<file path="src/rtl/core/lpr_pkg.sv">
package lpr_pkg;

    localparam int FIDX_W  = 3;
    localparam int FAULT_W = 32;
    localparam int OUT_W   = 40;
    localparam int USER_W  = 2;

    localparam logic [FAULT_W-1:0] FAULT_MAX = '1;

    // per-entry verdict of the shared compare unit
    typedef struct packed {
        logic match;     // valid and page equal to the key
        logic empty;     // frame holds nothing
        logic above;     // valid and rank above the current best
        logic age;       // rank moves up by one on this touch
    } t_unit_res;

endpackage

</file>
<file path="src/rtl/core/lpr_ram.sv">
module lpr_ram #(
    parameter int WIDTH = 8,
    parameter int DEPTH = 8,
    parameter int AW    = 3
) (
    input  logic             i_clk,
    input  logic             i_we,
    input  logic [AW-1:0]    i_waddr,
    input  logic [WIDTH-1:0] i_wdata,
    input  logic             i_re,
    input  logic [AW-1:0]    i_raddr,
    output logic [WIDTH-1:0] o_rdata
);

    logic [WIDTH-1:0] r_mem [DEPTH];
    logic [WIDTH-1:0] r_rdata;

    always_ff @(posedge i_clk) begin
        if (i_we) begin
            r_mem[i_waddr] <= i_wdata;
        end
        if (i_re) begin
            r_rdata <= r_mem[i_raddr];
        end
    end

    assign o_rdata = r_rdata;

endmodule

</file>
<file path="src/rtl/core/lpr_unit.sv">
module lpr_unit #(
    parameter int FRAMES    = 8,
    parameter int PAGE_BITS = 16,
    parameter int RANK_W    = 3
) (
    input  logic [PAGE_BITS-1:0] i_page,
    input  logic [RANK_W-1:0]    i_rank,
    input  logic                 i_valid,
    input  logic [PAGE_BITS-1:0] i_key,
    input  logic [RANK_W-1:0]    i_best,
    input  logic [RANK_W:0]      i_older,
    input  logic                 i_target,
    output lpr_pkg::t_unit_res   o_res,
    output logic [RANK_W-1:0]    o_rank_next
);

    localparam logic [RANK_W-1:0] RankMax = RANK_W'(FRAMES - 1);

    always_comb begin
        o_res.match = i_valid && (i_page == i_key);
        o_res.empty = !i_valid;
        o_res.above = i_valid && (i_rank > i_best);
        // saturate at the oldest rank
        o_res.age   = i_valid && !i_target && ({1'b0, i_rank} < i_older)
                      && (i_rank != RankMax);
        o_rank_next = i_rank + RANK_W'(1);
    end

endmodule

</file>
<file path="src/rtl/core/lru_page_replacement.sv">
// LRU page replacement engine.
// Slave stream: one page reference per transaction, page number in the low
// PAGE_BITS of s_axis_tdata. Master stream: one result per reference, hit
// and filled-empty flags in m_axis_tuser, frame index and saturating fault
// total in m_axis_tdata. Config channel: writes the active frame count,
// taken whenever i_cfg_valid is high; write it only while the block is idle.
// Frame pages and ranks live in one RAM with a registered read port. A
// reference runs two sweeps over the n active frames through one compare
// unit: a scan that finds hit, first empty frame and oldest frame, then a
// rank update that writes the chosen frame and ages the younger valid
// entries. s_axis_tready is low while a reference is in progress and rises
// as its result is registered, so a new reference is taken only once the
// previous one is through. The result register holds while m_axis_tready
// is low; a reference that completes while the previous result still waits
// holds at the end of its rank sweep until the receiver takes that result.
// Reset (synchronous, active low) empties all frames, clears the fault
// count and sets the active frame count to three; no clearing pass is needed.
module lru_page_replacement #(
    parameter int FRAMES    = 8,
    parameter int PAGE_BITS = 16
) (
    input  logic                       i_clk,
    input  logic                       i_rst_n,
    input  logic                       i_cfg_valid,
    output logic                       o_cfg_ready,
    input  logic [3:0]                 i_cfg_data,     // frames_in_use
    input  logic                       s_axis_tvalid,
    output logic                       s_axis_tready,
    input  logic [((PAGE_BITS+7)/8)*8-1:0] s_axis_tdata, // page_number
    output logic                       m_axis_tvalid,
    input  logic                       m_axis_tready,
    output logic [lpr_pkg::OUT_W-1:0]  m_axis_tdata,   // frame_index, fault_total
    output logic [lpr_pkg::USER_W-1:0] m_axis_tuser    // hit, filled_empty
);

    localparam int IDX_W  = (FRAMES > 1) ? $clog2(FRAMES) : 1;
    localparam int RANK_W = IDX_W;
    localparam int CNT_W  = $clog2(FRAMES + 1);
    localparam int WORD_W = PAGE_BITS + RANK_W;

    typedef enum logic [1:0] {
        ST_IDLE,
        ST_SCAN,
        ST_UPD
    } t_state;

    t_state                    r_state;
    logic [3:0]                r_fiu;
    logic [CNT_W-1:0]          r_n;
    logic [CNT_W-1:0]          r_idx;
    logic                      r_dv;
    logic [IDX_W-1:0]          r_eidx;
    logic [PAGE_BITS-1:0]      r_key;
    logic [FRAMES-1:0]         r_valid;
    logic                      r_hit;
    logic [IDX_W-1:0]          r_hit_idx;
    logic [RANK_W-1:0]         r_hit_rank;
    logic                      r_emp;
    logic [IDX_W-1:0]          r_emp_idx;
    logic [RANK_W-1:0]         r_best;
    logic [IDX_W-1:0]          r_vic;
    logic [IDX_W-1:0]          r_f;
    logic [RANK_W:0]           r_older;
    logic [lpr_pkg::FAULT_W-1:0] r_fault;
    logic                      r_out_v;
    logic                      r_o_hit;
    logic                      r_o_fill;
    logic [lpr_pkg::FIDX_W-1:0] r_o_idx;
    logic [lpr_pkg::FAULT_W-1:0] r_o_fault;

    logic [CNT_W-1:0]          n_n;
    logic [lpr_pkg::FAULT_W-1:0] n_fault;
    logic                      upd_done;
    logic                      rd_en;
    logic                      we;
    logic [WORD_W-1:0]         wdata;
    logic [WORD_W-1:0]         rdata;
    logic [PAGE_BITS-1:0]      e_page;
    logic [RANK_W-1:0]         e_rank;
    logic [RANK_W-1:0]         rank_next;
    logic                      e_target;
    lpr_pkg::t_unit_res        res;
    logic [IDX_W+lpr_pkg::FIDX_W-1:0] f_ext;

    // clamp the configured count into 1..FRAMES
    always_comb begin
        if (r_fiu == 4'd0) begin
            n_n = CNT_W'(1);
        end else if (32'(r_fiu) > FRAMES) begin
            n_n = CNT_W'(FRAMES);
        end else begin
            n_n = CNT_W'(r_fiu);
        end
    end

    always_comb begin
        n_fault = r_fault;
        if (!r_hit && (r_fault != lpr_pkg::FAULT_MAX)) begin
            n_fault = r_fault + lpr_pkg::FAULT_W'(1);
        end
    end

    assign e_page   = rdata[PAGE_BITS-1:0];
    assign e_rank   = rdata[WORD_W-1:PAGE_BITS];
    assign e_target = (r_eidx == r_f);
    assign rd_en    = ((r_state == ST_SCAN) || (r_state == ST_UPD)) && (r_idx < r_n);
    // hold the finished reference until the result register is free
    assign upd_done = (r_state == ST_UPD) && !r_dv && (r_idx == r_n)
                      && (!r_out_v || m_axis_tready);

    lpr_unit #(
        .FRAMES    (FRAMES),
        .PAGE_BITS (PAGE_BITS),
        .RANK_W    (RANK_W)
    ) u_unit (
        .i_page      (e_page),
        .i_rank      (e_rank),
        .i_valid     (r_valid[r_eidx]),
        .i_key       (r_key),
        .i_best      (r_best),
        .i_older     (r_older),
        .i_target    (e_target),
        .o_res       (res),
        .o_rank_next (rank_next)
    );

    // rank sweep: touched frame gets rank 0 and the new page, younger valid frames age
    always_comb begin
        we    = 1'b0;
        wdata = rdata;
        if ((r_state == ST_UPD) && r_dv) begin
            if (e_target) begin
                we    = 1'b1;
                wdata = {{RANK_W{1'b0}}, r_key};
            end else if (res.age) begin
                we    = 1'b1;
                wdata = {rank_next, e_page};
            end
        end
    end

    lpr_ram #(
        .WIDTH (WORD_W),
        .DEPTH (FRAMES),
        .AW    (IDX_W)
    ) u_ram (
        .i_clk   (i_clk),
        .i_we    (we),
        .i_waddr (r_eidx),
        .i_wdata (wdata),
        .i_re    (rd_en),
        .i_raddr (r_idx[IDX_W-1:0]),
        .o_rdata (rdata)
    );

    assign f_ext = {{lpr_pkg::FIDX_W{1'b0}}, r_f};

    always_ff @(posedge i_clk) begin
        if (!i_rst_n) begin
            r_state <= ST_IDLE;
            r_fiu   <= 4'd3;
            r_valid <= '0;
            r_fault <= '0;
            r_dv    <= 1'b0;
            r_out_v <= 1'b0;
        end else begin
            if (i_cfg_valid) begin
                r_fiu <= i_cfg_data;
            end
            if (upd_done) begin
                r_out_v <= 1'b1;
            end else if (m_axis_tready) begin
                r_out_v <= 1'b0;
            end
            case (r_state)
                ST_IDLE: begin
                    if (s_axis_tvalid) begin
                        r_key  <= s_axis_tdata[PAGE_BITS-1:0];
                        r_n    <= n_n;
                        r_idx  <= '0;
                        r_dv   <= 1'b0;
                        r_hit  <= 1'b0;
                        r_emp  <= 1'b0;
                        r_best <= '0;
                        r_vic  <= '0;
                        r_f    <= '0;
                        r_state <= ST_SCAN;
                    end
                end
                ST_SCAN: begin
                    r_dv   <= rd_en;
                    r_eidx <= r_idx[IDX_W-1:0];
                    if (rd_en) begin
                        r_idx <= r_idx + CNT_W'(1);
                    end
                    if (r_dv) begin
                        if (res.match && !r_hit) begin
                            r_hit      <= 1'b1;
                            r_hit_idx  <= r_eidx;
                            r_hit_rank <= e_rank;
                        end
                        if (res.empty && !r_emp) begin
                            r_emp     <= 1'b1;
                            r_emp_idx <= r_eidx;
                        end
                        if (res.above) begin
                            r_best <= e_rank;
                            r_vic  <= r_eidx;
                        end
                    end else if (r_idx == r_n) begin
                        // pick the frame: hit, else first empty, else oldest
                        if (r_hit) begin
                            r_f     <= r_hit_idx;
                            r_older <= {1'b0, r_hit_rank};
                        end else if (r_emp) begin
                            r_f     <= r_emp_idx;
                            r_older <= (RANK_W+1)'(FRAMES);
                        end else begin
                            r_f     <= r_vic;
                            r_older <= {1'b0, r_best};
                        end
                        r_idx   <= '0;
                        r_state <= ST_UPD;
                    end
                end
                ST_UPD: begin
                    r_dv   <= rd_en;
                    r_eidx <= r_idx[IDX_W-1:0];
                    if (rd_en) begin
                        r_idx <= r_idx + CNT_W'(1);
                    end
                    if (upd_done) begin
                        r_valid[r_f] <= 1'b1;
                        r_fault   <= n_fault;
                        r_o_fault <= n_fault;
                        r_o_hit   <= r_hit;
                        r_o_fill  <= !r_hit && r_emp;
                        r_o_idx   <= f_ext[lpr_pkg::FIDX_W-1:0];
                        r_state   <= ST_IDLE;
                    end
                end
                default: begin
                    r_state <= ST_IDLE;
                end
            endcase
        end
    end

    assign o_cfg_ready   = 1'b1;
    assign s_axis_tready = (r_state == ST_IDLE);
    assign m_axis_tvalid = r_out_v;
    assign m_axis_tdata  = {{(lpr_pkg::OUT_W - lpr_pkg::FAULT_W - lpr_pkg::FIDX_W){1'b0}},
                            r_o_fault, r_o_idx};
    assign m_axis_tuser  = {r_o_fill, r_o_hit};

`ifndef ASSERT_OFF
    a_result_held: assert property (@(posedge i_clk) disable iff (!i_rst_n)
        (m_axis_tvalid && !m_axis_tready) |=> (m_axis_tvalid && $stable(m_axis_tdata)
            && $stable(m_axis_tuser)))
        else $error("pending result changed while stalled");

    a_flags_exclusive: assert property (@(posedge i_clk) disable iff (!i_rst_n)
        m_axis_tvalid |-> !(r_o_hit && r_o_fill))
        else $error("hit and fill flagged together");

    a_frame_active: assert property (@(posedge i_clk) disable iff (!i_rst_n)
        (r_state == ST_UPD) |-> (CNT_W'(r_f) < r_n))
        else $error("chosen frame outside the active set");

    a_fault_monotonic: assert property (@(posedge i_clk) disable iff (!i_rst_n)
        $past(i_rst_n) |-> (r_fault >= $past(r_fault)))
        else $error("fault total went down");
`endif

endmodule
</file>
<file path="config.mk">
export PLATFORM = sky130hd
export DESIGN_NAME = lru_page_replacement
export DESIGN_NICKNAME = d
export VERILOG_FILES = /design/src/rtl/core/lpr_pkg.sv /design/src/rtl/core/lpr_ram.sv /design/src/rtl/core/lpr_unit.sv /design/src/rtl/core/lru_page_replacement.sv
export SDC_FILE = /design/constraint.sdc
export NUM_CORES = 1
export LEC_CHECK = 0
export BUFFER_PORTS_ARGS = -buffer_cell sky130_fd_sc_hd__buf_2
export CORE_MARGIN = 1.5
export CORE_UTILIZATION = 56
export CTS_CLUSTER_SIZE = 24
export DETAILED_ROUTE_END_ITERATION = 10
export GPL_TIMING_DRIVEN = 0
export PLACE_DENSITY = 0.78
export SLEW_MARGIN = 20
export SYNTH_ARGS = -nofsm -noshare
export SYNTH_HDL_FRONTEND = slang
export SYNTH_SLANG_ARGS = --single-unit
</file>
<file path="constraint.sdc">
create_clock -name i_clk -period 7.9 [get_ports i_clk]
set_input_delay 0.395 -clock i_clk [delete_from_list [all_inputs] [get_ports i_clk]]
set_output_delay 0.395 -clock i_clk [all_outputs]
set_load 0.005 [all_outputs]
</file>
# --- Yosys cells after proc, flatten, opt, wreduce, memory -nomap -nowiden ---
# Memories as Yosys holds them, arrays and structs flattened. A register that Yosys moved wholly into a read port is not among the register bits.
# Cells that the tools add are included.
word_totals:
  regBits: 136
  ramBits: 152
  input_bits: 25
  output_inout_bits: 45
  wordCells: 146
  memories: 1
classes:
  n_addsub: 3
  n_lt_le_gt_ge: 7
  eq_ne: 15
  muxes: 48
  bitwise_logic: 2
  n_reduce_logical: 45
memory_table:
  columns: ["name", "words", "width", "rd", "rd_ports_with_merged_regs", "write_ports", "line_no", "text"]
  rows:
  - ["u_ram.r_mem", 8, 19, 1, 1, 1, "lpr_ram.sv:15", "logic [WIDTH-1:0] r_mem [DEPTH];"]
ops:
  columns: ["operator", "count"]
  rows:
  - ["19-bit two-way mux", 3]
  - ["32-bit by 1-bit adder with 32-bit output (second input constant)", 1]
  - ["32-bit two-way mux", 1]
  - ["32-bit != test (second input constant)", 1]
  - ["3-bit two-way mux", 10]
  - ["4-bit two-way mux", 6]
  - ["5-bit AND reduction", 4]
  - ["3-bit case mux with 2 select lines", 3]
  - ["16-bit equality test", 1]
  - ["4-bit AND reduction", 4]
  - ["1-bit logical AND", 15]
  - ["1-bit two-way mux", 14]
  - ["4-bit case mux with 3 select lines", 1]
  - ["2-bit != test (second input constant)", 5]
  - ["3-bit AND reduction", 3]
  - ["3-bit by 4-bit less-than comparator with 1-bit output (second input constant)", 2]
  - ["2-bit two-way mux", 4]
  - ["8-bit OR", 1]
  - ["1-bit logical NOT", 6]
  - ["2-bit by 1-bit != test with 1-bit output (second input constant)", 3]
  - ["1-bit case mux with 2 select lines", 3]
  - ["2-bit case mux with 3 select lines", 1]
  - ["2-bit AND reduction", 3]
  - ["2-bit nonzero test", 3]
  - ["other kinds (20)", 22]

# --- Longest topological paths before layout ---
depth:
  word_depth: 10
  depth_mapped: 10
  ltp_nobuf: 7

# --- Cells and area by module ---
# A second synthesis with hierarchy kept.
hier_totals:
  hier_cells: 876
  area_unflattened_um2: 13336.5
by_module_without_submodules:
  columns: ["mod", "instances", "cells_each", "area_per_inst_um2", "seq_area_each_um2"]
  rows:
  - ["lru_page_replacement", 1, 581, 6538.8, 3603.5]
  - ["lpr_ram", 1, 251, 6449.9, 5134.9]
  - ["lpr_unit", 1, 44, 347.8, 0.0]

# --- Worst setup path before layout ---
# Ideal clock, no wire load.
synth_timing:
  path_type: "register to register"
  start: "register r_eidx[2]"
  end: "memory u_ram.r_mem[7][0] (netlist name) (enable)"
  setup_time_ns: 0.451
  arrival_time_ns: 3.486
  required_ns: 7.449
  setup_slack_ns: 3.964
  stages_incl_launch_ff: 7
  path_buffers: 2
  synth_period_minus_slack_ns: 3.936
  cell_sequence: "edfxtp_1 clkbuf_1 clkbuf_1 a32oi_1 nand4_1 a21boi_1 nor4b_1"
synth_via:
  elab_chain_cells: 10
  word_cells_on_any_way: 12
  cone_classes: "1 x eq/ne; 7 x mux; 4 x reduce/logical"
synth_lines:
  columns: ["element", "line_no", "text"]
  rows:
  - ["start, declared", "lru_page_replacement.sv:52", "logic [IDX_W-1:0] r_eidx;"]
  - ["start signal, assigned", "lru_page_replacement.sv:192", "r_eidx <= r_idx[IDX_W-1:0];"]
  - ["start signal, assigned", "lru_page_replacement.sv:228", "r_eidx <= r_idx[IDX_W-1:0];"]
  - ["1-bit binary-select mux with 3-bit select or 3-bit equality test (tied branches)", "lru_page_replacement.sv:118, lru_page_replacement.sv:105", null]
  - ["1-bit two-way mux (not written as such) or 1-bit logical NOT (tied branches)", "lru_page_replacement.sv:118, lpr_unit.sv:24", null]
  - ["1-bit logical AND (2 in a row)", "lpr_unit.sv:24", "o_res.age = i_valid && !i_target && ({1'b0, i_rank} < i_older)"]
  - ["1-bit logical AND", "lpr_unit.sv:25", "&& (i_rank != RankMax);"]
  - ["1-bit two-way mux", "lru_page_replacement.sv:135", "end else if (res.age) begin"]
  - ["1-bit two-way mux", "lru_page_replacement.sv:132", "if (e_target) begin"]
  - ["1-bit two-way mux", "lru_page_replacement.sv:131", "if ((r_state == ST_UPD) && r_dv) begin"]
  - ["1-bit two-way mux", "lpr_ram.sv:19", "if (i_we) begin"]
  - ["1-bit two-way mux (not written as such)", "lpr_ram.sv:20", "r_mem[i_waddr] <= i_wdata;"]
  - ["end, declared", "lpr_ram.sv:15", null]
# Parallel ways exist; a longest one is shown, timed or not. The select of a mux whose other input is x is not followed.

# --- Worst setup path after layout ---
layout_timing:
  start: "register r_idx[0]"
  end: "register r_fault[27] (netlist name)"
layout_via:
  elab_chain_cells: 4
layout_lines:
  columns: ["element", "line_no", "text"]
  rows:
  - ["start, declared", "lru_page_replacement.sv:50", "logic [CNT_W-1:0] r_idx;"]
  - ["start signal, assigned", "lru_page_replacement.sv:194", "r_idx <= r_idx + CNT_W'(1);"]
  - ["start signal, assigned", "lru_page_replacement.sv:230", "r_idx <= r_idx + CNT_W'(1);"]
  - ["4-bit equality test", "lru_page_replacement.sv:108", "assign upd_done = (r_state == ST_UPD) && !r_dv && (r_idx == r_n)"]
  - ["1-bit logical AND", "lru_page_replacement.sv:108", null]
  - ["1-bit logical AND", "lru_page_replacement.sv:109", "&& (!r_out_v || m_axis_tready);"]
  - ["2-bit AND reduction (no line)", null, null]
  - ["end signal, assigned", "lru_page_replacement.sv:234", "r_fault <= n_fault;"]
  - ["end, declared", "lru_page_replacement.sv:64", "logic [lpr_pkg::FAULT_W-1:0] r_fault;"]
# Every way passes these cells.
# A chain may end at the register's enable or synchronous reset.

==> summary.txt <==
Route
  – DR DRC count: 0
  – First-pass detailed-route iteration total: 6
  – Via Count: 8252
  – Vias per inst: 5.954
  – Initial drt markers: 819
  – Final ANT Viol Nets: 0
  – WL/cell: 21.16 um
  – Final Routed Wirelength: 29320 um

Timing
  – Clk_skew: 0.01279 ns
  – Setup WS post-layout: 4.151 ns
  – RSZ-0062 raised after global routing: no
  – Setup TNS: 0 ns
  – Final-report max-slew violation count: 0
  – Tmin final: 3.749 ns
  – Final Hold Viols: 0
  – Slew headroom: 0.2735
  – Worst slew pin tran: 1.080 ns
  – Max Freq: 266.7 MHz
  – Fin crit share: 0.4746
  – Setup violators final: 0

Floorplan
  – Starting Density: 0.5700
  – Site Rows: 56
  – Die footprint: 24760 um2
  – Ports: 70
  – Core area: 23400 um2
  – Die Y: 157.3 um
  – Die span in x: 157.3 um

Setup path
  – Most used cell, CP: clkbuf_1
  – Kind of start point of the critical path: register
  – Critical Path Sink Type: register
  – CP arrival: 4.26 ns
  – CP cell instances: clkbuf_1, buf_1, inv_1, ha_1, nand2_1, or4_1, clkbuf_1, clkbuf_1, nor4_1, mux2i_1
  – Cell family with the largest share of critical-path delay: buffers and inverters
  – Cell at the slowest stage of the critical path: buf_1
  – CP max FO: 10
  – Worst Path Class, Setup: register to register
  – Buf/Inv on CP: 5
  – Crit-path max cell delay: 0.63 ns
  – Worst Path Required: 8.41 ns

Synthesis
  – Post-Synthesis Cells: 916
  – Top area cells in the synthesized netlist: edfxtp_1, dfxtp_1, mux4_2
  – Ys flop type: edfxtp_1
  – Ys Warns: 0
  – Synth Register Bits: 307
  – Post-synth top area cell: edfxtp_1
  – Asr flop ratio synth: 0
  – Register area share after synthesis: 0.6550
  – Syn avg cell area: 14.56 um2
  – Cell area after synthesis: 13340 um2
  – Post-synth cell types: 63
  – Area fraction of the dominant cell type after synthesis: 0.5830
  – Top-count cell post-synth: edfxtp_1
  – Top post-synthesis cells by count: edfxtp_1, nand2_1, dfxtp_1
  – Post-synth EDFFs: 259

Cells and area
  – # diodes: 0
  – Final #Nets: 1085
  – Area delta synth->final: 15.74%
  – Share of layout cells above drive strength 1: 0.2212
  – Area of the multi-input gates: 4343 um2
  – Post-Route Utilization: 0.6598
  – Finished Layout Cells: 1386
  – Fillers: 1686
  – Register area: 8738 um2

Clocking
  – Postcts setup bufs: 0
  – Htree depth: 1
  – Clk_lat worst skew: 0.57 ns
  – CTS root buffer: clkbuf_16
  – TritonCTS Buffers: 31
  – Post-CTS Resized: 0
  – Clock Pin Slew Worst Setup and Hold Paths: 0.06 ns
  – CTS Buffer Depth: 3
  – Post-CTS Hold Buffers: 11
  – Clock sinks: 307
  – CTS tree: done

Global route
  – Total gr overflow: 0
  – Initial antenna violation count: 0
  – Largest net degree at the start of global routing: 31
  – Global-route wire length before repair: 45040 um
  – GRT Overall Usage: 0.2422
  – Vias in the first global route: 8096

Place
  – DP Worst Slack: 4.139 ns
  – Detailed placement HPWL: 19080 um
  – Count of buffers from port buffering: 61
  – Final GP Congestion: 0.9206
  – Placed cell count: 1317

Power and ir drop
  – Leakage power: 5.234 nW
  – Max VDD drop: 0.2876 mV
  – Pwr dens: 246.2 nW/um2
  – Pwr Total: 3.802 mW

Job
  – Maximum capacitance violations: 0

Min path
  – Hold WC Path Type: input port to register

Outcome
  – Status: completed
-- placed cells by master, fill, tap and decap left out, types with 24 or more instances in the layout --
master     Yosys  layout
edfxtp_1     259     259
buf_2          2      66
nand2_1       62      62
dfxtp_1       48      48
clkbuf_1      33      38
mux4_2        38      38
mux2_2        36      36
nor2_1        37      33
clkbuf_16      0      31
xnor2_1       27      27
nand3_1       26      26
nor4_1        27      26
a21oi_1       25      25
mux2i_1       24      24
-- area by class of cell --
class,instances,area share
Sequential cell,307,0.5660
Tap cell,319,0.02585
Clock buffer,36,0.05146
Inverter,19,0.004619
Timing Repair Buffer,90,0.03695
Buffer,56,0.01767
Multi-Input combinational cell,538,0.2813
Clock inverter,21,0.01621
-- logic make-up (layout without fill, tap and decap cells) --
| family | after synthesis | in the layout | share of synthesized area |
|---|---|---|---|
| AO/OA/AOI/OAI | 87 | 87 | 0.04315 |
| XOR/XNOR | 50 | 50 | 0.03283 |
| adder cells (fa/ha/maj) | 17 | 17 | 0.01594 |
| buffers and inverters | 75 | 222 | 0.02560 |
| flip-flops | 307 | 307 | 0.6550 |
| multiplexers | 98 | 98 | 0.1125 |
| other | 2 | 6 | 0.0005630 |
| AND/OR/NAND/NOR | 280 | 280 | 0.1143 |
-- final timing paths --
check	startpoint	end	slack (ns)	depth (start not counted)
setup / recovery	r_idx[0]$_DFFE_PP_	r_fault[27]$_SDFFE_PN0P_	4.15	10
hold / removal	s_axis_tdata[9]	r_key[9]$_DFFE_PP_	0.02	1
setup reg to reg	r_idx[0]$_DFFE_PP_	r_fault[27]$_SDFFE_PN0P_	4.15	10
hold reg to reg	r_valid[0]$_SDFFE_PN0P_	r_valid[0]$_SDFFE_PN0P_	0.47	2
-- sequential cells by signal, indices dropped and copies added, names as in the netlist, 4 cells and up --
name / flops
r_idx: 4
r_o_fault: 32
r_valid: 8
r_fiu: 4
r_key: 16
r_fault: 32
r_older: 4
r_n: 4
u_ram.o_rdata: 19
u_ram.r_mem: 152
-- metrics by stage --
stage	instance area [um2]	hold WS [ns]
final	15440	0.01746
after global routing	15440	0.005910
after CTS	15420	0.002313
after detailed placement	14270	0.4575
after global placement	14060	0.4452
after floorplan	13360	0.4244
-- per-layer routing --
layer,wire [um],vias to the layer above,GRT usage,part of all wire
li1,-,3759,-,-
met1,12110,4102,0.3246,0.41
met2,14310,319,0.4015,0.49
met3,1918,72,0.03717,0.065
met4,986,0,0.09254,0.034
met5,0,-,0,0
-- where the power goes --
group	switching, mW	internal (mW)
Combinational	0.248	0.153
Sequential	0.0406	1.86
Clock	0.618	0.885
Total	0.907	2.89
-- worst register-to-register path, cell delays in order (launching register included) --
cell      delay [ns]
edfxtp_1        0.38
clkbuf_1        0.25
buf_1           0.63
inv_1           0.15
ha_1            0.32
nand2_1         0.12
or4_1           0.57
clkbuf_1        0.24
clkbuf_1        0.35
nor4_1          0.45
mux2i_1         0.22
No activity file was read; power rests on OpenSTA's default activity.
